[src/rtl/ed_pkg.sv]
`default_nettype none
// ----------------------------------------------------------------------------
// ed_pkg
// Shared types and constants of the Euclidean divider pipeline.
// ----------------------------------------------------------------------------
package ed_pkg;

    // side-band flags that travel down the pipeline with each operand pair
    typedef struct packed {
        logic neg_a;     // dividend was negative
        logic neg_b;     // divisor was negative
        logic div_zero;  // divisor was zero
    } t_flags;

    // bit positions in the result tuser
    localparam int unsigned USER_DIV_ZERO = 0;
    localparam int unsigned USER_OVF      = 1;
    localparam int unsigned USER_W        = 2;

endpackage
`default_nettype wire

[src/rtl/ed_front.sv]
`default_nettype none
// ----------------------------------------------------------------------------
// ed_front
// Input stage: takes operand magnitudes, records signs and a zero divisor.
// ----------------------------------------------------------------------------
module ed_front #(
    parameter int unsigned WIDTH = 32
) (
    input  wire logic              i_clk,
    input  wire logic              i_rst_n,
    input  wire logic              i_en,
    input  wire logic              i_valid,
    input  wire logic [WIDTH-1:0]  i_dividend,
    input  wire logic [WIDTH-1:0]  i_divisor,
    output logic                   o_valid,
    output logic [WIDTH-1:0]       o_rem,
    output logic [WIDTH-1:0]       o_quo,
    output logic [WIDTH-1:0]       o_dvs,
    output ed_pkg::t_flags         o_flags
);

    logic           n_neg_a;
    logic           n_neg_b;
    logic [WIDTH-1:0] n_mag_a;
    logic [WIDTH-1:0] n_mag_b;
    logic           r_valid;
    logic [WIDTH-1:0] r_quo;
    logic [WIDTH-1:0] r_dvs;
    ed_pkg::t_flags r_flags;

    always_comb begin
        n_neg_a = i_dividend[WIDTH-1];
        n_neg_b = i_divisor[WIDTH-1];
        // the most negative value keeps its bit pattern, read as unsigned 2^(W-1)
        n_mag_a = n_neg_a ? (~i_dividend + 1'b1) : i_dividend;
        n_mag_b = n_neg_b ? (~i_divisor + 1'b1) : i_divisor;
    end

    always_ff @(posedge i_clk) begin
        if (!i_rst_n) begin
            r_valid <= 1'b0;
        end else if (i_en) begin
            r_valid <= i_valid;
        end
    end

    always_ff @(posedge i_clk) begin
        if (i_en) begin
            r_quo            <= n_mag_a;
            r_dvs            <= n_mag_b;
            r_flags.neg_a    <= n_neg_a;
            r_flags.neg_b    <= n_neg_b;
            r_flags.div_zero <= (i_divisor == '0);
        end
    end

    assign o_valid = r_valid;
    assign o_rem   = '0;
    assign o_quo   = r_quo;
    assign o_dvs   = r_dvs;
    assign o_flags = r_flags;

endmodule
`default_nettype wire

[config.mk]
export PLATFORM = sky130hd
export DESIGN_NAME = ed_front
export DESIGN_NICKNAME = d
export VERILOG_FILES = /design/src/rtl/ed_pkg.sv /design/src/rtl/ed_front.sv
export SDC_FILE = /design/constraint.sdc
export NUM_CORES = 1
export LEC_CHECK = 0
export ABC_AREA = 1
export BUFFER_PORTS_ARGS = -buffer_cell sky130_fd_sc_hd__buf_2
export CAP_MARGIN = 5
export CORE_MARGIN = 5
export CORE_UTILIZATION = 30
export DETAILED_ROUTE_END_ITERATION = 10
export GPL_ROUTABILITY_DRIVEN = 0
export GPL_TIMING_DRIVEN = 0
export SYNTH_ARGS = -nofsm -noshare
export SYNTH_HDL_FRONTEND = slang
export SYNTH_SLANG_ARGS = --single-unit
[constraint.sdc]
create_clock -name i_clk -period 2.5 [get_ports i_clk]
set_input_delay 0.375 -clock i_clk [delete_from_list [all_inputs] [get_ports i_clk]]
set_output_delay 0.375 -clock i_clk [all_outputs]
set_load 0.03 [all_outputs]
Word-level counts from Yosys, hierarchy flattened. Cells that the tools add are included. Widths: inputs -> output; s select.

Logic and storage cells: 15. Bits in registers: 68.

Bitwise logic cells: 2. Muxes and demuxes: 2. Reduce and logical (&&, ||, !) cells: 1. Add/subtract/negate cells: 2.

Operator list (number): $add 32x1->32 const B (2); $not 32->32 (2); $mux 31 (2); $logic_not 32->1 (1).

Depth between registers and ports, before layout.
Depth after elaboration: 3. Mapped depth: 9. Gate-level depth less buffers: 9.

Worst setup path before layout. No wires, ideal clock.

Kind: input-to-reg. From: input port i_divisor[0]. To: register r_dvs[28] (netlist: o_dvs[28]), data pin. Arrival time: 1.178 ns. Stages on the path: 9. Setup time: 0.252 ns. Setup slack: 1.070 ns. Cell sequence: inv_1 > ha_1 > nand2_1 > nor2_2 > nor2_1 > nor2_2 > nand2_1 > nand2_1 > nand2_1.

Word-level cells in the longest chain between the ends: 3.

RTL lines: start, declared (RTL line ed_front.sv:14) `input wire logic [WIDTH-1:0] i_divisor,`; $not 32->32 (RTL line ed_front.sv:36) `n_mag_b = n_neg_b ? (~i_divisor + 1'b1) : i_divisor;`; $add 32x1->32 (RTL line ed_front.sv:36); $mux 31 (RTL line ed_front.sv:36); via n_mag_b[28] (RTL line ed_front.sv:25) `logic [WIDTH-1:0] n_mag_b;`; end signal, assigned (RTL line ed_front.sv:50) `r_dvs <= n_mag_b;`; end, declared (RTL line ed_front.sv:28) `logic [WIDTH-1:0] r_dvs;`.

The timed path passes the listed nets, and every way through them passes these cells. A chain may end at the register's enable or synchronous reset.

Worst setup path after layout. Same ends and word-level chain as after synthesis.

==> impl_metrics.json <==
{
  "status": "complete, no violations",
  "max_slew.worst_pin.slew_ns": 0.8712,
  "synth_top_area_share_pct": 46.45,
  "hold_class": "primary input to register",
  "min_to": "o_quo[0]$_DFFE_PP_",
  "routed-via-count": 3934,
  "setup_ws_ns": 1.042,
  "setup_viol": 0,
  "htree_num_levels": 3,
  "reg2reg_from": "o_valid$_SDFFE_PN0P_",
  "dieArea_um2": 16940,
  "cpMostUsedCell": "nand2_1",
  "synth_edf_count": 67,
  "grt_pass1_wl_um": 18980,
  "ys_types": 27,
  "drive_gt1_share_pct": 29.36,
  "utilization_pct": 39.14,
  "clk_latency_ns": 0.34,
  "pwr-share-clk_pct": 33.9,
  "grt_overflow": 0,
  "initial_utilization_pct": 30.15,
  "timing.final.hold_violations": 0,
  "synthesis.instances": 540,
  "antenna_found_initial": 3,
  "place_ws_ns": 0.6998,
  "synth_area_um2": 4332,
  "clockBufferDepth": 2,
  "arrival_ns": 1.55,
  "ys_seq_area_share_pct": 46.91,
  "coreArea_um2": 14370,
  "ant_nets": 0,
  "cts_resized": 0,
  "holdWs_ns": 0.2236,
  "cp-end-kind": "register",
  "dpl.hpwl_um": 9840,
  "viasPerCell": 4.337,
  "fmax_mhz": 685.7,
  "start_kind": "primary input",
  "wl_per_cell_um": 13.17,
  "crit_chain": "buf_2 > inv_1 > ha_1 > nand2_1 > nor2_2 > nor2_1 > nor2_2 > nand2_1 > nand2_1 > nand2_1",
  "cap_violations": 0,
  "slew_headroom_pct": 41.92,
  "port_buffers": 135,
  "ctsHoldBuffers": 0,
  "synth-main-ff-cell": "edfxtp_1",
  "grt_max_degree": 70,
  "post-cts-setup-buffers": 0,
  "stdcell_count": 907,
  "hold-path-cell-count": 1,
  "p_comb_share_pct": 24.1,
  "cts_tree": "yes",
  "slew_violations": 0,
  "ios": 168,
  "die_w_um": 130.2,
  "numCtsBuffers": 9,
  "ys_seq_elements": 68,
  "ir_worst_vdd_mv": 0.3669,
  "timing.final.crit_share_pct": 58.34,
  "r2r-end": "o_valid$_SDFFE_PN0P_",
  "path_buf_inv": 2,
  "synth.top_cells.by_area": "edfxtp_1, nand2_1, nor2_1",
  "track_usage_pct": 14.43,
  "r2r.worst_path.cells": 2,
  "power_switching_w": 0.001046,
  "synth_top_cell_by_area": "edfxtp_1",
  "critPathMaxStageDelay_ns": 0.20,
  "p_leak_nw": 2.626,
  "period_needed_ns": 1.458,
  "routed_wl_um": 11940,
  "tns_ns": 0,
  "syn_avg_cell_area_um2": 8.022,
  "r2r_slack_ns": 1.82,
  "rows": 44,
  "rsz0062_at_grt": "no",
  "drtPass1Iterations": 4,
  "worstSetupPathType": "primary input to register",
  "min_from": "i_dividend[0]",
  "p_seq_share_pct": 42.0,
  "clkSinkCount": 68,
  "area_delta_synth_final_pct": 29.84,
  "cp_top_family": "simple AND/OR/NAND/NOR gates",
  "worstPathMaxFanout": 3,
  "grt_pass1_vias": 3936,
  "final_common_cell": "nand2_1",
  "ys_warn_count": 0,
  "final_cell_mix": "nand2_1, buf_2, nor2_1, edfxtp_1, inv_1",
  "clk_pin_slew_ns": 0.05,
  "root_buffer": "clkbuf_16",
  "dp_cells": 890,
  "die_h_um": 130.2,
  "cp.required_ns": 2.59,
  "nets": 789,
  "synthArstFlopShare_pct": 0,
  "fin_skew_ns": 0,
  "p_int_w": 0.002319,
  "crit_slowest_cell": "ha_1",
  "p_per_area_nw_per_um2": 598.4,
  "post-route-drc-count": 0,
  "drt_iter0_markers": 186,
  "p_sw_share_pct": 31.09
}
final cells by class:
type	count	area, um^2
clock buffer	13	250.2
multi-input combinational	423	1986
clock inverter	3	15.01
antenna	1	2.502
buffer	38	271.5
inverter	42	158.9
fill	1489	8745
sequential	68	2032
tap	184	230.2
timing repair buffer	135	678.2
registers in the layout, indices dropped and copies added, names as in the netlist:
signal,cells
o_dvs,32
o_quo,32
o_flags,3
o_valid,1
cells in the mapped netlist (all sizes together) (2+ instances only):
cell type / number
nand2: 186
nor2: 101
edfxtp: 67
inv: 40
buf: 37
nand3: 36
xnor2: 19
o21ai: 18
xor2: 10
nand3b: 5
a21oi: 4
ha: 4
nand4: 3
nor3: 3
clkinv: 2
o211ai: 2
through the flow:
| stage | area (um^2) | power [W] |
|---|---|---|
| after detailed placement | 5356 | 0.002254 |
| after floorplan | 4448 | 0.001981 |
| final | 5624 | 0.003365 |
| after global routing | 5624 | 0.003526 |
| after global placement | 5354 | 0.002251 |
| after CTS | 5622 | 0.003413 |
logic make-up (layout without fill, tap and decap cells):
family	Yosys count	after routing	share of synthesized area, %
other	1	33	0.08657
xor gates and xnor gates	29	29	5.864
and+or+nand+nor	334	334	32.81
buffers and inverters	80	231	9.936
adders and majority gates	4	4	1.155
AOI/OAI and AO/OA	24	24	3.235
DFF	68	68	46.91
per-layer routing:
metal,share of wire (%),vias to the layer above,track usage (%)
met3,11,29,5.976
li1,-,2028,-
met1,39,1720,15.66
met4,2.9,4,6.540
met2,47,153,24.56
met5,0.13,-,0
worst max-delay path by stage:
stage / startpoint / slack (ns) / depth (start not counted) / end
global route: i_divisor[0] / 0.89 / 10 / o_dvs[28]$_DFFE_PP_
CTS: i_divisor[0] / 1.07 / 10 / o_dvs[28]$_DFFE_PP_
finish: i_divisor[0] / 1.04 / 10 / o_dvs[28]$_DFFE_PP_
floorplan: i_divisor[0] / 1.07 / 9 / o_dvs[28]$_DFFE_PP_
detailed placement: i_divisor[0] / 0.70 / 10 / o_dvs[28]$_DFFE_PP_
global placement: i_en / 0.53 / 3 / o_valid$_SDFFE_PN0P_
power groups by stage:
stage / clock (W) / combinational (W) / sequential, W
2_1_floorplan: 0 / 0.000316 / 0.00166
3_3_place_gp: 0 / 0.000813 / 0.00144
3_5_place_dp: 0 / 0.000816 / 0.00144
4_1_cts: 0.00118 / 0.000818 / 0.00142
5_1_grt: 0.00122 / 0.000885 / 0.00142
6_report: 0.00114 / 0.000812 / 0.00141
Power figures use the tool's default switching activity.
