`src/rtl/ed_out_buf.sv`:
```
`default_nettype none
// ----------------------------------------------------------------------------
// ed_out_buf
// Output register with a skid stage, so the pipeline advance is registered
// and never depends on the downstream ready in the same cycle.
// ----------------------------------------------------------------------------
module ed_out_buf #(
    parameter int unsigned DATA_W = 66
) (
    input  wire logic              i_clk,
    input  wire logic              i_rst_n,
    input  wire logic              i_valid,
    input  wire logic [DATA_W-1:0] i_data,
    output logic                   o_ready,
    output logic                   o_valid,
    output logic [DATA_W-1:0]      o_data,
    input  wire logic              i_ready
);

    logic              r_out_valid;
    logic [DATA_W-1:0] r_out_data;
    logic              r_skid_valid;
    logic [DATA_W-1:0] r_skid_data;
    logic              n_load;

    assign o_ready = !r_skid_valid;
    assign n_load  = !r_out_valid || i_ready;

    always_ff @(posedge i_clk) begin
        if (!i_rst_n) begin
            r_out_valid  <= 1'b0;
            r_skid_valid <= 1'b0;
        end else if (n_load) begin
            // skid drains first; the pipeline is held while it is full
            r_out_valid  <= r_skid_valid || i_valid;
            r_skid_valid <= 1'b0;
        end else if (i_valid && !r_skid_valid) begin
            r_skid_valid <= 1'b1;
        end
    end

    always_ff @(posedge i_clk) begin
        if (n_load) begin
            r_out_data <= r_skid_valid ? r_skid_data : i_data;
        end else if (i_valid && !r_skid_valid) begin
            r_skid_data <= i_data;
        end
    end

    assign o_valid = r_out_valid;
    assign o_data  = r_out_data;

endmodule
`default_nettype wire

```
`config.mk`:
```
export PLATFORM = sky130hd
export DESIGN_NAME = ed_out_buf
export DESIGN_NICKNAME = d
export VERILOG_FILES = /design/src/rtl/ed_out_buf.sv
export SDC_FILE = /design/constraint.sdc
export NUM_CORES = 1
export LEC_CHECK = 0
export BUFFER_PORTS_ARGS = -buffer_cell sky130_fd_sc_hd__buf_2
export CORE_ASPECT_RATIO = 0.6
export CORE_UTILIZATION = 31
export DETAILED_ROUTE_END_ITERATION = 8
export GPL_TIMING_DRIVEN = 0
export MAX_ROUTING_LAYER = met4
export PLACE_DENSITY = 0.56
export SYNTH_ARGS = -nofsm -noshare
export SYNTH_HDL_FRONTEND = slang
export SYNTH_SLANG_ARGS = --single-unit
```
`constraint.sdc`:
```
create_clock -name i_clk -period 11.7 [get_ports i_clk]
set_input_delay 2.34 -clock i_clk [delete_from_list [all_inputs] [get_ports i_clk]]
set_output_delay 2.34 -clock i_clk [all_outputs]
set_load 0.01 [all_outputs]
```
# After elaboration in Yosys (flattened, before gate mapping)
# Index checks and enable logic that the tools add are counted.
# word_totals
inputBits	70
ff_bits	134
# classes
bitwise	2
reduce_logical	7
mux	1
# op_table
cell	count
2-to-1 mux 66 bit	1
logical NOT 1 bit	2
logical OR 1 bit	2
inverter 1 bit	2
AND reduction 2 bit	1
OR reduction 2 bit	1
logical AND 1 bit	1

# Logic depth before layout (Yosys ltp)
# depth
depth_word	4
mapped_depth	5

# Least setup slack after synthesis
# Ideal clock, no wire load.
# synth_timing
kind	in2reg
startpoint	input i_ready
endpoint	register r_skid_data[0], enable pin
arrival_time_ns	8.917
cell_stages	2
setup_time_ns	0.585
setup_slack_ns	2.198
n_path_buf	0
cell_sequence	nand2b_1 nor3b_1
# synth_via
elab_chain_len	3
# synth_rtl
item	line	text
start: declaration	17	input wire logic i_ready
logical OR 1 bit	27	assign n_load = !r_out_valid || i_ready;
inverter 1 bit (no source line)	--	
AND reduction 2 bit (no source line)	--	
end signal: assignment	46	r_skid_data <= i_data;
end: declaration	23	logic [DATA_W-1:0] r_skid_data;
# Every way passes these cells.
# A chain may end at the register's enable or synchronous reset.

# Final worst setup path
# layout_timing
startpoint	input i_ready
endpoint	register r_skid_data[31], enable pin
# layout_via
elab_chain_len	3
# layout_rtl
item	line	text
logical OR 1 bit	27	
named net n_load	24	logic n_load;
inverter 1 bit (no source line)	--	
AND reduction 2 bit (no source line)	--	
# The timed path passes the listed nets, and every way through them passes these cells.

==> results <==
- Summing the areas of all compound-gate instances in the mapped netlist gives 0.154% of the synthesized area.
- The total die area is 16300 um^2.
- The flow ran to the end, and the final reports show no timing, DRC or antenna violations.
- Gates resized during post-CTS repair numbered 0.
- STA classifies the critical path startpoint as an input port.
- The worst ir drop on vdd is 0.0000986 V.
- The die is 99.2 um tall.
- The worst-path maximum fanout is 34.
- The synthesized netlist net count is 284.
- The classification of the worst-slack hold path is reg -> reg.
- Synthesis handed over a netlist of 214 instances.
- CTS saw 134 sinks.
- Of the post-synthesis cell area, the part taken by muxes is 15.8%.
- The number of standard-cell rows in the floorplan is 35.
- The relative slew slack is 50.1%.
- Counting flops and latches in the post-synthesis netlist gives 134.
- In this run the remaining antenna-violating nets after routing total 0.
- Global routing consumed, over all layers together, 12.4% of the routing resources.
- The finished cells cover 6500 um^2.
- The number of placed I/O pins is 138.
- The count of input and output buffers is 137.
- In the layout the commonest cells are 142 x sky130_fd_sc_hd__buf_2, 132 x sky130_fd_sc_hd__edfxtp_1, 59 x sky130_fd_sc_hd__mux2_2.
- The power consumption is 1.15 mW.
- The number of global-route vias before repair is 2660.
- The fraction of layout cells with a size suffix above 1 is 64.4%.
- The average cell area after synthesis is 22.8 um^2.
- Power spread over the standard cell area amounts to 177 nW/um^2.
- The root cell of the clock tree is sky130_fd_sc_hd__clkbuf_16.
- The family with the most delay on the worst path is simple AND/OR/NAND/NOR gates.
- The worst register-to-register path has a setup slack of 9.39 ns.
- Entering global routing, the biggest net connects 37 pins.
- TritonCTS built the clock tree.
- Counting along the longest clock path gives a buffer depth of 2.
- After detailed routing, the total wire length is 9.36 mm.
- The standard cell with the maximum stage delay on the critical path is sky130_fd_sc_hd__nor3b_2.
- The slew at the pin with the worst max-slew slack is 0.745 ns.
- The number of vias after detailed routing is 2551.
- The total inserted antenna cells is 0.
- Final hold analysis gives a worst-case slack of 0.544 ns.
- Yosys mapped the design onto 12 distinct sky130hd cell types.
- Based on the critical path, the design can be clocked at up to 248 MHz.
- The total clock buffers created by CTS is 17.
- Setup violations remaining at the end of the flow were counted as 0.
- The max-slew violation total from the final report is 0.
- The later-pin clock latency in the skew report is 0.40 ns.
- The cell count of the worst reg-to-reg path is 5.
- In this run the most critical hold path is launched from r_skid_data[33]$_DFFE_PP_.
- The adder-cell area share of the yosys netlist is 0%.
- After detailed placement, the total cell area comes to 5920 um^2.
- Fill cells in the final layout number 1396.
- The portion of the post-synthesis area used by sequential elements is 82.1%.
- The width of the die is 164 um.
- Once the clock tree was built, the setup fixing pass inserted 0 buffers.
- Data on the critical path arrives at its endpoint at 4.15 ns.
- For this run, the post-layout net count is 447.
- Adding up every negative setup slack in the final design gives 0 ns.
- After detailed routing, the number of remaining DRC violations is 0.
- The endpoint with the worst hold slack is o_data[33]$_DFFE_PP_.
- Measured on the finished design, the core utilization comes to 42.3%.
- Subtracting the final worst setup slack from the clock period gives 4.04 ns.
- The final hold violation count is 0.
- The critical path contains buffers and inverters numbering 4 combined.
- During synthesis, Yosys emitted a total of 0 warnings.
- The iteration-0 DRC count of the detailed router is 124.
- The core region is 15400 um^2.
- The library cell used most frequently in the layout, excluding fill and tap cells, is sky130_fd_sc_hd__buf_2.
- The endpoint class of the critical path is a register.
- The hold-fix buffer count after cts is 0.
- After detailed routing, the number of vias per cell comes to 4.30.
- The global placement routability congestion is 0.674.
- The max-capacitance violation count is 0.
- After detailed routing, the average wire length per cell comes to 15.8 um.
- The main combinational cell family by area after synthesis is multiplexers.
- The total number of H-tree levels is 4.
- The critical path is of the in -> reg type.
- Clock-pin slew was measured on the worst setup and hold paths at 0.06 ns.
- After global routing the overflow that remains totals 0.
- The placed wire-length estimate is 6.47 mm.
- The initial antenna violation count was 0.
- The synthesized-area fraction occupied by and/or/nand/nor cells is 0.513%.
- In this design, the stage delay of the slowest critical-path cell is 0.74 ns.
- The mapped netlist covers 4880 um^2.
- For this configuration, the core starts out at a cell density of 31.7%.
- The critical path goes through buf_2 > nand2b_4 > nor3b_2 > buf_6 > buf_6 > buf_8.
- The total leakage power is 2.49 nW.
- On the final layout, the worst clock skew is 0.00919 ns.
- The pre-antenna-repair detailed-routing pass consisted of 4 iterations.
- Data on the critical path is required at its endpoint by 11.82 ns.
- The area growth from synthesis to final layout is 33.3%.
- Setup repair after global routing left no endpoint under its margin.
- The first global-routing pass estimated 14.2 mm of wire.
- Along the worst hold path, the cell count comes to 1.
- The area share of xor/xnor cells in the synthesized design is 0%.
- Dividing the final minimum period by the clock period gives 34.5%.
- In this design, the critical path's most frequently occurring cell is sky130_fd_sc_hd__buf_6.
- The reg-to-reg endpoint is r_skid_data[31]$_DFFE_PP_.
- The startpoint of the lowest-slack register-to-register path is o_valid$_SDFFE_PN0P_.
## worst max path at each step
stage             from                   endpoint  slack (ns)  cells after the start
6_report       i_ready  r_skid_data[31]$_DFFE_PP_        7.66                      6
2_1_floorplan  i_ready   r_skid_data[0]$_DFFE_PP_        2.20                      2
3_3_place_gp   i_ready  r_skid_data[31]$_DFFE_PP_       -2.00                      3
3_5_place_dp   i_ready  r_skid_data[31]$_DFFE_PP_        7.18                      6
5_1_grt        i_ready  r_skid_data[13]$_DFFE_PP_        7.51                      6
4_1_cts        i_ready  r_skid_data[27]$_DFFE_PP_        7.60                      6
## stage by stage
stage                     setup WS [ns]  cells
after global placement            -2.00    554
after CTS                          7.60    593
after global routing               7.51    593
final                              7.66    593
after floorplan                    2.20    214
after detailed placement           7.18    561
## power breakdown
group          switching, mW  internal, mW
registers            0.00565         0.555
clock network          0.205         0.315
logic                 0.0367        0.0350
total                  0.247         0.905
## worst register-to-register path: stages (launching register included)
cell	delay [ns]
sky130_fd_sc_hd__dfxtp_1	0.37
sky130_fd_sc_hd__nand2b_4	0.30
sky130_fd_sc_hd__nor3b_2	0.74
sky130_fd_sc_hd__buf_6	0.24
sky130_fd_sc_hd__buf_6	0.19
sky130_fd_sc_hd__buf_8	0.17
## Yosys cell counts
cell type	n	area (um^2)
sky130_fd_sc_hd__nand2b_1	1	6.26
sky130_fd_sc_hd__a21boi_0	1	7.51
sky130_fd_sc_hd__mux2_4	7	105
sky130_fd_sc_hd__buf_6	2	22.5
sky130_fd_sc_hd__buf_2	5	25.0
sky130_fd_sc_hd__nor3b_1	2	15.0
sky130_fd_sc_hd__dfxtp_1	2	40.0
sky130_fd_sc_hd__mux2_2	59	664
sky130_fd_sc_hd__nor2_1	1	3.75
sky130_fd_sc_hd__buf_12	1	20.0
sky130_fd_sc_hd__edfxtp_1	132	3960
sky130_fd_sc_hd__inv_1	1	3.75
## state kept, by name (all words and copies together), names as in the netlist
register	count
o_data	66
r_skid_data	66
o_valid	1
r_skid_valid	1
## cells by family after synthesis
| group | after synthesis |
|---|---|
| muxes | 66 |
| buffers and inverters | 9 |
| AOI/OAI and AO/OA | 1 |
| and+or+nand+nor | 4 |
| DFF | 134 |
## layout make-up
| class | instances | area [um^2] | share of cell area (%) |
|---|---|---|---|
| Sequential cell | 134 | 4000 | 61.6 |
| Buffer | 8 | 67.6 | 1.04 |
| Clock inverter | 14 | 150 | 2.31 |
| Multi-Input combinational cell | 71 | 815 | 12.5 |
| Timing Repair Buffer | 144 | 777 | 12.0 |
| Inverter | 1 | 3.75 | 0.0577 |
| Clock buffer | 18 | 429 | 6.60 |
| Tap cell | 203 | 254 | 3.91 |
## per-layer routing
metal	vias to the layer above	track usage (%)	wire length, um
li1	1187	-	-
met1	1251	15.2	4250
met2	103	17.5	4090
met3	10	6.21	902
met4	0	4.91	128
met5	-	-	0
No activity file was read; power rests on OpenSTA's default activity.
