==> src/rtl/ed_pkg.sv <==
`default_nettype none
// ----------------------------------------------------------------------------
// ed_pkg
// Shared types and constants of the Euclidean divider pipeline.
// ----------------------------------------------------------------------------
package ed_pkg;

    // side-band flags that travel down the pipeline with each operand pair
    typedef struct packed {
        logic neg_a;     // dividend was negative
        logic neg_b;     // divisor was negative
        logic div_zero;  // divisor was zero
    } t_flags;

    // bit positions in the result tuser
    localparam int unsigned USER_DIV_ZERO = 0;
    localparam int unsigned USER_OVF      = 1;
    localparam int unsigned USER_W        = 2;

endpackage
`default_nettype wire

==> src/rtl/ed_div_stage.sv <==
`default_nettype none
// ----------------------------------------------------------------------------
// ed_div_stage
// One restoring division step: shifts in one dividend bit, settles one
// quotient bit.
// ----------------------------------------------------------------------------
module ed_div_stage #(
    parameter int unsigned WIDTH = 32
) (
    input  wire logic              i_clk,
    input  wire logic              i_rst_n,
    input  wire logic              i_en,
    input  wire logic              i_valid,
    input  wire logic [WIDTH-1:0]  i_rem,
    input  wire logic [WIDTH-1:0]  i_quo,
    input  wire logic [WIDTH-1:0]  i_dvs,
    input  wire ed_pkg::t_flags    i_flags,
    output logic                   o_valid,
    output logic [WIDTH-1:0]       o_rem,
    output logic [WIDTH-1:0]       o_quo,
    output logic [WIDTH-1:0]       o_dvs,
    output ed_pkg::t_flags         o_flags
);

    logic [WIDTH-1:0] n_trial;
    logic [WIDTH:0]   n_diff;
    logic [WIDTH-1:0] n_rem;
    logic [WIDTH-1:0] n_quo;
    logic             r_valid;
    logic [WIDTH-1:0] r_rem;
    logic [WIDTH-1:0] r_quo;
    logic [WIDTH-1:0] r_dvs;
    ed_pkg::t_flags   r_flags;

    always_comb begin
        // partial remainder stays below the divisor, so the shift fits in WIDTH bits
        n_trial = {i_rem[WIDTH-2:0], i_quo[WIDTH-1]};
        n_diff  = {1'b0, n_trial} - {1'b0, i_dvs};
        n_rem   = n_diff[WIDTH] ? n_trial : n_diff[WIDTH-1:0];
        n_quo   = {i_quo[WIDTH-2:0], ~n_diff[WIDTH]};
    end

    always_ff @(posedge i_clk) begin
        if (!i_rst_n) begin
            r_valid <= 1'b0;
        end else if (i_en) begin
            r_valid <= i_valid;
        end
    end

    always_ff @(posedge i_clk) begin
        if (i_en) begin
            r_rem   <= n_rem;
            r_quo   <= n_quo;
            r_dvs   <= i_dvs;
            r_flags <= i_flags;
        end
    end

    assign o_valid = r_valid;
    assign o_rem   = r_rem;
    assign o_quo   = r_quo;
    assign o_dvs   = r_dvs;
    assign o_flags = r_flags;

endmodule
`default_nettype wire

==> config.mk <==
export PLATFORM = sky130hd
export DESIGN_NAME = ed_div_stage
export DESIGN_NICKNAME = d
export VERILOG_FILES = /design/src/rtl/ed_pkg.sv /design/src/rtl/ed_div_stage.sv
export SDC_FILE = /design/constraint.sdc
export NUM_CORES = 1
export LEC_CHECK = 0
export ABC_CLOCK_PERIOD_IN_PS = 6200
export BUFFER_PORTS_ARGS = -buffer_cell sky130_fd_sc_hd__buf_2
export CAP_MARGIN = 20
export CORE_MARGIN = 4
export CORE_UTILIZATION = 24
export CTS_BUF_LIST = sky130_fd_sc_hd__clkbuf_8
export CTS_CLUSTER_SIZE = 12
export DETAILED_ROUTE_END_ITERATION = 8
export PLACE_DENSITY = 0.45
export SYNTH_ARGS = -nofsm -noshare
export SYNTH_HDL_FRONTEND = slang
export SYNTH_SLANG_ARGS = --single-unit
==> constraint.sdc <==
create_clock -name i_clk -period 6.2 [get_ports i_clk]
set_clock_uncertainty 0.2 [all_clocks]
set_input_delay 0.62 -clock i_clk [delete_from_list [all_inputs] [get_ports i_clk]]
set_output_delay 0.62 -clock i_clk [all_outputs]
set_load 0.05 [all_outputs]
; Word level (Yosys, flattened, before mapping)
; Cells that the tools add are included.
[totals]
regBits = 100
output_inout_bits = 100
wordCells = 10
[classes]
add_sub_neg = 1
n_mux = 1
bitwise_logic = 1
[op_table]
columns = cell, n
row1 = subtractor 32 x 32 -> 33 bit, 1
row2 = two-way mux 32 bit, 1
row3 = inverter 1 bit, 1

; Logic depth before layout (Yosys ltp)
[logic_depth]
depth_word = 2
mapped_depth = 13
ltp_nobuf = 12

; Worst setup path before layout
; No wires, ideal clock.
[synth_timing]
kind = input port to flip-flop
from = input port i_quo[31]
to = register r_rem[20] (netlist: o_rem[20]) (data pin)
setup_ns = 0.262
t_arrival_ns = 3.377
required_ns = 5.738
slack_ns = 2.361
cell_stages = 12
path_buffers = 1
path_cell_list = inv_1 -> ha_1 -> fa_1 -> nand2b_1 -> a21oi_2 -> o2111ai_1 -> and2_1 -> o31a_1 -> o21a_1 -> o31ai_4 -> buf_6 -> mux2_1
[synth_between]
elab_chain_cells = 2
[synth_rtl]
columns = item, line
row1 = "start, declared", ed_div_stage.sv:15  ; input wire logic [WIDTH-1:0] i_quo,
row2 = subtractor 32 x 32 -> 33 bit, ed_div_stage.sv:38  ; n_diff = {1'b0, n_trial} - {1'b0, i_dvs};
row3 = two-way mux 32 bit, ed_div_stage.sv:39  ; n_rem = n_diff[WIDTH] ? n_trial : n_diff[WIDTH-1:0];
row4 = named net n_rem[20], ed_div_stage.sv:27  ; logic [WIDTH-1:0] n_rem;
row5 = "end signal, assigned", ed_div_stage.sv:53  ; r_rem <= n_rem;
row6 = "end, declared", ed_div_stage.sv:30  ; logic [WIDTH-1:0] r_rem;
; The timed path passes the listed nets, and every way through them passes these cells.
; A chain may end at the register's enable or synchronous reset.

; Final worst setup path
[layout_timing]
from = input port i_quo[31]
to = register r_rem[18] (netlist: o_rem[18]) (data pin)
; Same word-level chain as after synthesis.

==> results.toml <==
[worst_setup_path]
path_class = "in -> reg"
start_kind = "primary input"
slowest_stage = "fa_1"
end_kind = "flip-flop"
critical_path_required_ps = 6140
r2r_setup_slack_ps = 5410
max_stage_delay_ps = 410
rr_startpoint = "o_valid$_SDFFE_PN0P_"
path_max_fanout = 26
arrival_ps = 3970
ff2ff_path_depth = 2
r2r_end = "o_valid$_SDFFE_PN0P_"
path_cells = "buf_2, inv_1, ha_1, fa_1, nand2b_1, a21oi_2, o2111ai_1, and2_1, o31a_1, o21a_1, o31ai_4, buf_4, mux2_2"

[placed_design]
place_area_sq_mm = 0.00645
place_congestion = 0.812
hpwl_mm = 10.5
portBuffers = 201
place_ws_ps = 1770

[global_route]
grt_pass1_vias = 4126
grt_max_degree = 63
grtUsageTotal_pct = 11.0
grt_remaining_overflow = 0
grt_antenna_before_repair = 0
grt_pass1_wl_mm = 21.1

[floorplanning]
ios = 203
die_h_um = 155
die-area_sq_mm = 0.0239
core_area_sq_mm = 0.0211
die_x_um = 155
rows = 53
start_util_pct = 24.5

[cts]
cts_hold_buf = 0
cts.reportedPaths.clkPinSlew_ps = 110
postCtsSetupRepairBufs = 0
cts_max_level = 3
clockRootBuffer = "clkbuf_8"
clock_path_buffers = 2
clkSinkCount = 100
cts_made_buffers = 9
cts_tree = "yes"
cts.repair.resized = 0
insertion_delay_ps = 380

[timing]
maxSlewViolCount = 0
maxSlewHeadroom_pct = 46.4
fmax_mhz = 248
period_needed_ps = 4030
finalHoldViolCount = 0
fin_ws_ps = 2170
tightest_slew_ps = 804
hold_slack_ps = 204
final.setup.tns_ps = 0
rsz0062_at_grt = "false"
finalSetupViolCount = 0
min_period_over_period_pct = 65.0

[power]
power_mw = 1.84
swShare_pct = 37.9
combinationalPowerShare_pct = 32.3
vdd_drop_max_v = 0.0000873
cellPowerDensity_mw_per_mm2 = 278
p_sw_mw = 0.699
clockPowerShare_pct = 22.3
p_int_mw = 1.15
pwr-share-seq_pct = 45.4
power_leakage_nw = 2.91

[routing]
ant_nets = 0
routed_wl_mm = 13.5
drc_errors = 0
post_drt_via_cell_ratio = 4.43
vias = 4043
wire_per_inst_um = 14.8
drtIter0Drc = 187
drtPass1Iterations = 4

[logic_synthesis]
synthDistinctLibCells = 43
syn-num-nets = 566
synth_edf_count = 99
synth-seq-cells = 100
synth-async-reset-ratio_pct = 0
ys_warn_count = 0
synthFlopType = "edfxtp_1"
synth_seq_area_share_pct = 58.0
synth_area_per_cell_sq_um = 12.0
syn_inst = 430
syn_area_sq_mm = 0.00516

[min_path]
worstHoldEndpoint = "o_quo[14]$_DFFE_PP_"
hold_class = "in -> reg"
worstHoldStart = "i_quo[13]"
min_path_cells = 1

[status]
status = "complete, no violations"

[finish]
stdcell_area_sq_mm = 0.00663
layout-drive-gt1-share_pct = 35.9
areaGrowthSynthToFinish_pct = 28.7
finalNetCount = 768
n_antenna_cell = 0

[run]
maxCapViolations = 0
==> how the worst max path moves through the flow <==
stage                         start             endpoint
after floorplan           i_quo[31]  o_rem[20]$_DFFE_PP_
after global placement    i_quo[31]  o_rem[17]$_DFFE_PP_
after detailed placement  i_quo[31]   o_rem[4]$_DFFE_PP_
after CTS                 i_quo[31]  o_rem[17]$_DFFE_PP_
after global routing      i_quo[31]  o_rem[17]$_DFFE_PP_
final                     i_quo[31]  o_rem[18]$_DFFE_PP_
==> registers in the layout, indices dropped and copies added (netlist names) <==
signal / flops
o_dvs: 32
o_flags: 3
o_quo: 32
o_rem: 32
o_valid: 1
==> metrics by stage <==
stage | cells | utilization (%)
final | 912 | 31.5
after global routing | 912 | 31.5
after CTS | 912 | 31.5
after detailed placement | 896 | 30.6
after global placement | 896 | 30.6
after floorplan | 430 | -
==> synthesized netlist by cell type (all sizes together), types with 4 or more instances <==
| cell type | count | area share (%) |
|---|---|---|
| edfxtp | 99 | 58 |
| nor3 | 4 | 0.39 |
| a21oi | 47 | 4.6 |
| buf | 7 | 1.1 |
| inv | 40 | 2.9 |
| ha | 32 | 7.8 |
| a21o | 14 | 2.0 |
| o21ai | 17 | 1.7 |
| a211oi | 4 | 0.58 |
| o21a | 7 | 1.0 |
| clkbuf | 6 | 0.44 |
| xnor2 | 20 | 3.4 |
| nand2b | 7 | 0.85 |
| and2 | 4 | 0.49 |
| mux2 | 11 | 2.4 |
| nor2 | 37 | 2.7 |
| nand2 | 19 | 1.4 |
| a31oi | 5 | 0.61 |
| xor2 | 9 | 1.5 |
| nand4 | 6 | 0.73 |
| nand3 | 7 | 0.68 |
==> kinds of logic after synthesis <==
logic type,after synthesis,share of synthesized area [%]
AOI/OAI and AO/OA,113,13.9
DFF,100,58.0
and+or+nand+nor,90,7.94
muxes,12,2.60
xor gates and xnor gates,29,4.93
adders and majority gates,33,8.15
buffers and inverters,53,4.49
==> power by group through the flow <==
stage	Sequential, mW	Clock (mW)	Combinational, mW
after global routing	0.844	0.469	0.639
after CTS	0.840	0.439	0.601
after detailed placement	0.855	0	0.598
after global placement	0.854	0	0.595
after floorplan	1.09	0	0.202
final	0.838	0.412	0.595
==> metal layers <==
layer  part of all wire [%]  routed length [um]  GRT usage [%]
met4                    1.5                 196           3.91
met5                      0                   0              0
met3                    6.5                 879           2.80
met1                     45                6100           13.8
met2                     47                6290           18.3
==> worst max-delay path: cells and delay by family <==
family                   cells  cell delay [ps]
buffers and inverters        3              470
AND/OR/NAND/NOR              2              440
adder cells (fa/ha/maj)      2              640
multiplexers                 1              380
AO/OA/AOI/OAI                5             1390
==> final cells by class <==
| cell class | count | area [sq um] |
|---|---|---|
| tap | 275 | 344 |
| sequential | 100 | 2990 |
| fill | 2207 | 14500 |
| multi-input combinational | 277 | 1930 |
| inverter | 40 | 150 |
| timing repair buffer | 204 | 1030 |
| clock buffer | 9 | 124 |
| clock inverter | 7 | 60.1 |
==> layout by cell type (no fill, tap or decap), drive strengths merged, types with 6 or more instances in the layout <==
cell | netlist | final
o21a | 7 | 7
clkbuf | 6 | 9
o21ai | 17 | 17
inv | 40 | 42
xor2 | 9 | 9
mux2 | 11 | 11
nand4 | 6 | 6
nand2b | 7 | 7
nand2 | 19 | 19
buf | 7 | 204
edfxtp | 99 | 99
xnor2 | 20 | 20
ha | 32 | 32
a21oi | 47 | 47
nor2 | 37 | 37
a21o | 14 | 14
nand3 | 7 | 7
Power figures use the tool's default switching activity.
