File: src/rtl/ed_pkg.sv
`default_nettype none
// ----------------------------------------------------------------------------
// ed_pkg
// Shared types and constants of the Euclidean divider pipeline.
// ----------------------------------------------------------------------------
package ed_pkg;

    // side-band flags that travel down the pipeline with each operand pair
    typedef struct packed {
        logic neg_a;     // dividend was negative
        logic neg_b;     // divisor was negative
        logic div_zero;  // divisor was zero
    } t_flags;

    // bit positions in the result tuser
    localparam int unsigned USER_DIV_ZERO = 0;
    localparam int unsigned USER_OVF      = 1;
    localparam int unsigned USER_W        = 2;

endpackage
`default_nettype wire

File: src/rtl/ed_fixup.sv
`default_nettype none
// ----------------------------------------------------------------------------
// ed_fixup
// Final stage: turns the unsigned quotient and remainder into the Euclidean
// result, applies signs, flags zero divisor and overflow.
// ----------------------------------------------------------------------------
module ed_fixup #(
    parameter int unsigned WIDTH = 32
) (
    input  wire logic              i_clk,
    input  wire logic              i_rst_n,
    input  wire logic              i_en,
    input  wire logic              i_valid,
    input  wire logic [WIDTH-1:0]  i_rem,
    input  wire logic [WIDTH-1:0]  i_quo,
    input  wire logic [WIDTH-1:0]  i_dvs,
    input  wire ed_pkg::t_flags    i_flags,
    output logic                   o_valid,
    output logic [WIDTH-1:0]       o_quotient,
    output logic [WIDTH-2:0]       o_remainder,
    output logic                   o_div_zero,
    output logic                   o_ovf
);

    localparam logic [WIDTH-1:0] MaxPos = {1'b0, {(WIDTH-1){1'b1}}};

    logic             n_adj;
    logic             n_q_neg;
    logic             n_ovf;
    logic [WIDTH-1:0] n_rem_adj;
    logic [WIDTH-1:0] n_quo;
    logic [WIDTH-1:0] n_quotient;
    logic [WIDTH-2:0] n_remainder;
    logic             r_valid;
    logic [WIDTH-1:0] r_quotient;
    logic [WIDTH-2:0] r_remainder;
    logic             r_div_zero;
    logic             r_ovf;

    always_comb begin
        // negative dividend with a leftover: remainder flips, magnitude grows by one
        n_adj     = i_flags.neg_a && (i_rem != '0);
        n_q_neg   = i_flags.neg_a ^ i_flags.neg_b;
        n_rem_adj = n_adj ? (i_dvs - i_rem) : i_rem;
        // -(q + 1) is ~q, so the adjusted negative case needs no adder
        case ({n_adj, n_q_neg})
            2'b00:   n_quo = i_quo;
            2'b01:   n_quo = ~i_quo + 1'b1;
            2'b10:   n_quo = i_quo + 1'b1;
            2'b11:   n_quo = ~i_quo;
            default: n_quo = i_quo;
        endcase
        // only the most negative dividend over minus one gives a positive 2^(W-1) quotient
        n_ovf = !i_flags.div_zero && !n_q_neg && i_quo[WIDTH-1];
        if (i_flags.div_zero) begin
            n_quotient  = '0;
            n_remainder = '0;
        end else if (n_ovf) begin
            n_quotient  = MaxPos;
            n_remainder = '0;
        end else begin
            n_quotient  = n_quo;
            n_remainder = n_rem_adj[WIDTH-2:0];
        end
    end

    always_ff @(posedge i_clk) begin
        if (!i_rst_n) begin
            r_valid <= 1'b0;
        end else if (i_en) begin
            r_valid <= i_valid;
        end
    end

    always_ff @(posedge i_clk) begin
        if (i_en) begin
            r_quotient  <= n_quotient;
            r_remainder <= n_remainder;
            r_div_zero  <= i_flags.div_zero;
            r_ovf       <= n_ovf;
        end
    end

    assign o_valid     = r_valid;
    assign o_quotient  = r_quotient;
    assign o_remainder = r_remainder;
    assign o_div_zero  = r_div_zero;
    assign o_ovf       = r_ovf;

endmodule
`default_nettype wire

File: config.mk
export PLATFORM = sky130hd
export DESIGN_NAME = ed_fixup
export DESIGN_NICKNAME = d
export VERILOG_FILES = /design/src/rtl/ed_pkg.sv /design/src/rtl/ed_fixup.sv
export SDC_FILE = /design/constraint.sdc
export NUM_CORES = 1
export LEC_CHECK = 0
export ABC_AREA = 1
export BUFFER_PORTS_ARGS = -buffer_cell sky130_fd_sc_hd__buf_2
export CAP_MARGIN = 15
export CORE_MARGIN = 5
export CORE_UTILIZATION = 53
export DETAILED_ROUTE_END_ITERATION = 8
export GPL_TIMING_DRIVEN = 0
export PLACE_DENSITY = 0.78
export SLEW_MARGIN = 20
export SYNTH_ARGS = -nofsm -noshare
export SYNTH_HDL_FRONTEND = slang
export SYNTH_SLANG_ARGS = --single-unit
File: constraint.sdc
create_clock -name i_clk -period 4.5 [get_ports i_clk]
set_clock_uncertainty 0.05 [all_clocks]
set_input_delay 0.9 -clock i_clk [delete_from_list [all_inputs] [get_ports i_clk]]
set_output_delay 0.9 -clock i_clk [all_outputs]
set_load 0.01 [all_outputs]
### Word-level counts from Yosys, hierarchy flattened

Cells that the tools add are included.
Widths: inputs -> output; s select.

| word-level totals | value |
|---|---|
| logic and storage cells | 25 |
| bits in registers | 66 |
| output and inout port bits | 66 |

| operators by class | value |
|---|---|
| equal/unequal tests | 3 |
| bitwise logic cells | 2 |
| reduce and logical (&&, ||, !) cells | 8 |
| multiplexer cells | 3 |
| add/sub/neg operators | 3 |

Operator list:

| operator | number |
|---|---|
| $pmux 32 s4 | 1 |
| $add 32x1->32 const B | 2 |
| $mux 31 | 2 |
| $not 32->32 | 1 |
| $reduce_bool 32->1 | 1 |
| $sub 31x31->31 | 1 |
| $eq 2x2->1 const B | 2 |
| $logic_and 1x1->1 | 3 |
| $eq 2x1->1 const B | 1 |
| $logic_not 1->1 | 2 |
| $logic_not 2->1 | 1 |
| $reduce_or 2->1 | 1 |
| $xor 1x1->1 | 1 |

### Longest topological paths before layout

| depth | value |
|---|---|
| word-level depth | 5 |
| depth in mapped cells | 21 |

### Least setup slack after synthesis

OpenSTA, ideal clock, no wires.

| timing | value |
|---|---|
| path type | in2reg |
| from | input i_rem[13] |
| to | register r_quotient[12], in the netlist o_quotient[12], data pin |
| stages on the path | 18 |
| data required time | 4.184 ns |
| setup slack | 0.929 ns |
| data arrival time | 3.255 ns |
| path through | nor4_1 nand4_1 o21a_1 clkbuf_1 clkbuf_1 ha_1 buf_6 buf_8 o21bai_4 nand2_4 nor2_4 nand2_2 nor2_4 nor2_1 o21ai_0 o21ai_1 a21oi_1 nor2_1 |

| on the way | value |
|---|---|
| cells in the longest elaborated chain, start to end | 5 |

Ends and longest elaborated chain:

| what | RTL line | source |
|---|---|---|
| from (decl) | ed_fixup.sv:14 | `input wire logic [WIDTH-1:0] i_rem,` |
| $reduce_bool 32->1 (*) | ed_fixup.sv:42 | `n_adj = i_flags.neg_a && (i_rem != '0);` |
| $logic_and 1x1->1 (*) | ed_fixup.sv:42 |  |
| $eq 2x2->1 (tied with other cells) | ed_fixup.sv:46 | `case ({n_adj, n_q_neg})` |
| $pmux 32 s4 (*) | ed_fixup.sv:46 |  |
| $mux 31 (*) | ed_fixup.sv:58 | `end else if (n_ovf) begin` |
| to (signal assigned) | ed_fixup.sv:77 | `r_quotient <= n_quotient;` |
| to (decl) | ed_fixup.sv:35 | `logic [WIDTH-1:0] r_quotient;` |

Every way passes the cells marked *; elsewhere a longest branch is shown, timed or not.
A chain may end at the register's enable or synchronous reset.

### Final worst setup path

| timing | value |
|---|---|
| from | input i_rem[29] |
| to | register r_quotient[12], in the netlist o_quotient[12], data pin |

Same word-level chain as after synthesis.

==> results list <==
- Number of enable-type register cells in the synthesized netlist: 65
- At the pin with the least slew margin, the transition time is ~0.71 ns.
* Unrepaired setup endpoints after global routing: false
- Width of the chip: 123 um
- After layout, the minimum clock period comes to 4.27 ns.
- Post-detail-place hpwl: 18700 um
- Critical path cell sequence: buf_2 -> nor4_4 -> nand4_1 -> o21a_1 -> clkbuf_1 -> buf_2 -> ha_1 -> buf_6 -> clkinv_4 -> buf_8 -> nand2_1 -> nand2_2 -> nand2_1 -> nor2_1 -> nand2_1 -> nor2_4 -> nor2_1 -> o21ai_0 -> o21ai_1 -> a21oi_1 -> nor2_1
- Setup violations remaining at the end of the flow were counted as 0.
* H-tree depth: 3
- The final layout contains routed wiring with a total length of ~24000 um.
- Required time at the worst-slack endpoint: 4.51 ns
- The layout has 1219 filler cells.
* Buf/Inv on CP: 6
- Input and output buffers added on the ports amount to 167.
- During synthesis, Yosys emitted a total of 0 warnings.
- Routed len/inst: 16.7 um
- Total via count in the routed design: approximately 7600
- Relative to the synthesized area, the layout overhead comes to 21.1%.
- Clock buffer depth: 2
- Across every metal layer, demand over resource in global routing totals 0.316.
- Clock transition at path regs: 0.06 ns
- FF-to-FF Start: o_valid
- The root buffer cell chosen for the clock tree is clkbuf_16.
* Post-CTS setup-driven buffer insertion count: 0
- Max Slew Vio Count: 0
* Vias in the first global route: 6967
- The initial utilization of the core area, before any placement, comes to 0.537.
* CP max-delay cell: nor4_4
* Clock tree from TritonCTS: yes
- The worst-case IR drop observed on VDD is a little over 0.0002 V.
* Kind of end point of the critical path: flop
- Number of stages on the worst hold path: 2
- 169 I/O pins were placed.
- A synthesized cell averages 6.35 um2.
* Largest net degree at the start of global routing: 36
- Post-Synthesis Net Count: 1196
- Post-CTS repair changed the size of 2 cells.
- The first routing iteration left 771 violations.
- Max-cap violations in this run came to 0.
- Num CTS Buffers: 9
- #FFs+latches synth: 66
- Endpoint of the worst-slack reg-to-reg timing path: o_valid
- Cell family with most CP delay: simple AND/OR/NAND/NOR gates
- For the final routed database, the setup TNS stands at 0 ns.
* Die area: between 0.015 and 0.02 mm2
- The initialized floorplan defines 41 standard-cell rows.
- Of the cells placed in the final design, the portion with a size suffix greater than 1 is 0.189.
- The tree built by TritonCTS fans out to 66 sinks.
- Category of the critical setup timing path: input port to flop
- Ant diodes: 0
- The synthesized netlist occupies a cell area of 0.00672 mm2.
- STA puts the critical path data arrival time at 4.29 ns.
- Summed over all instances, the cell type with the most area after synthesis is edfxtp_1.
* Worst R2R Setup Slack: 3.83 ns
- The number of antenna violations at the first check in global routing is 0.
* Placer Congestion: ~0.97
- Most common cell after layout, fill and taps aside: nand2_1
- The clock reaches the later pin of the worst-skew pair after around 0.33 ns.
* Number of cells produced by synthesis: 1059
* First-pass GRT wire length: 36300 um
* Normalized max-slew margin: 0.524
- Number of vias per cell: 5.39
- The design draws 2.38 mW.
* Std-Cell Core Area: between 0.01 and 0.015 mm2
- Total global routing overflow: 0
* Top fanout value on the critical path: 11
- For this run, the share of the core covered by cells in the final layout is 0.650.
- For this run, the leading register cell type out of synthesis is edfxtp_1.
* Share of Yosys cell area claimed by the top area cell type: 0.290
- Fin area: slightly above 0.008 mm2
* Number of remaining DRC errors: 0
* Placed standard-cell area: ~0.0078 mm2
- The worst hold path belongs to the class flop to flop.
- Leakage power: 4.19 nW
- Launch point of the worst path: i_rem[29]
- Antenna-violating nets left: 0
- STA classifies the critical path startpoint as an input port.
- Outcome: completed
- The share of the Yosys chip area taken by registers is 0.293.
- Dividing the final minimum period by the clock period gives 0.950.
- Yosys attributes the largest share of cell area to edfxtp_1 (29%), nand2_1 (20%), inv_1 (8.3%).
- For hold timing, the worst endpoint is o_valid.
- The count of final hold-check violations was 0.
- Die Span Y: 123 um
- For this run, the detailed router's first-pass iteration total came to 6.
* Min-Delay Startpoint: o_valid
- In this design, the stage delay of the slowest critical-path cell is 0.38 ns.
- Most frequent cells in the layout: nand2_1 (362), buf_2 (172), inv_1 (148)
- Tightest hold margin: 0.491 ns
- After the last flow step, the layout net total stands at 1375.
* R2r worst-path depth: 2
- After synthesis, the netlist uses between 40 and 50 different library cells.
- Power Dens Cells: 292 mW/mm2
- For this run, asynchronously set or reset flops after synthesis account for 0.
- After clock tree synthesis, the flow added hold-fix buffers numbering 0.
- Fmax: roughly 230 MHz
## cell families (layout without fill, tap and decap cells)
logic type                 after synthesis  count (layout)  share of synthesized area
and+or+nand+nor                        560             560                      0.347
AOI/OAI and AO/OA                      192             192                      0.151
buffers and inverters                  185             369                      0.115
DFF                                     66              66                      0.293
adders and majority gates               34              34                     0.0644
xor gates and xnor gates                22              22                     0.0287
## cells in the mapped netlist, types with 5 or more instances
library cell / count
nand2_1: 362
inv_1: 148
a21oi_1: 99
nor2_1: 96
o21ai_0: 68
edfxtp_1: 65
nand3_1: 52
ha_1: 33
clkbuf_1: 17
xor2_1: 14
nand2_2: 13
nor4_1: 12
nor2_2: 9
xnor2_1: 8
o22ai_1: 6
a31oi_1: 5
buf_2: 5
## routing by layer
| metal | wire length, um | up-vias | track usage |
|---|---|---|---|
| li1 | - | 3783 | - |
| met1 | 10400 | 3391 | 0.453 |
| met2 | 10200 | 415 | 0.474 |
| met4 | 622 | 0 | 0.107 |
| met5 | 0 | - | 0 |
| met3 | 2480 | 40 | 0.0650 |
## flip-flops by register name (all words and copies together) (netlist names)
name	count
o_quotient	32
o_ovf	1
o_remainder	31
o_div_zero	1
o_valid	1
## report_power, final
part	leakage (nW)	total, mW	switching [mW]	internal, mW
Combinational	3.40	0.829	0.541	0.287
Clock	0.160	0.778	0.298	0.480
Sequential	0.634	0.771	0.0187	0.753
## stage by stage
step | setup slack (ns) | std cells
after floorplan | 0.929 | 1059
after global placement | -0.513 | 1398
after detailed placement | -0.557 | 1399
after CTS | 0.0864 | 1415
after global routing | 0.0260 | 1415
final | 0.226 | 1415
## worst max path at each step
stage,end,cells after the start
after floorplan,o_quotient[12],18
after global placement,o_quotient[12],21
after detailed placement,o_quotient[12],21
after CTS,o_quotient[18],22
after global routing,o_quotient[18],22
final,o_quotient[12],21
## final cells by class
| cell class | instances | area (um2) | area share |
|---|---|---|---|
| inverter | 150 | 568 | 0.0698 |
| clock inverter | 4 | 56.3 | 0.00692 |
| buffer | 35 | 206 | 0.0254 |
| timing repair buffer | 168 | 858 | 0.105 |
| multi-input combinational | 808 | 4000 | 0.491 |
| sequential | 66 | 1970 | 0.242 |
| tap | 172 | 215 | 0.0264 |
| clock buffer | 12 | 267 | 0.0327 |
## worst min-delay path: stages (launching register included)
cell     delay (ns)
dfxtp_1        0.31
o21ai_0        0.15
a21oi_1        0.04
(Power assumes the default switching activity.)
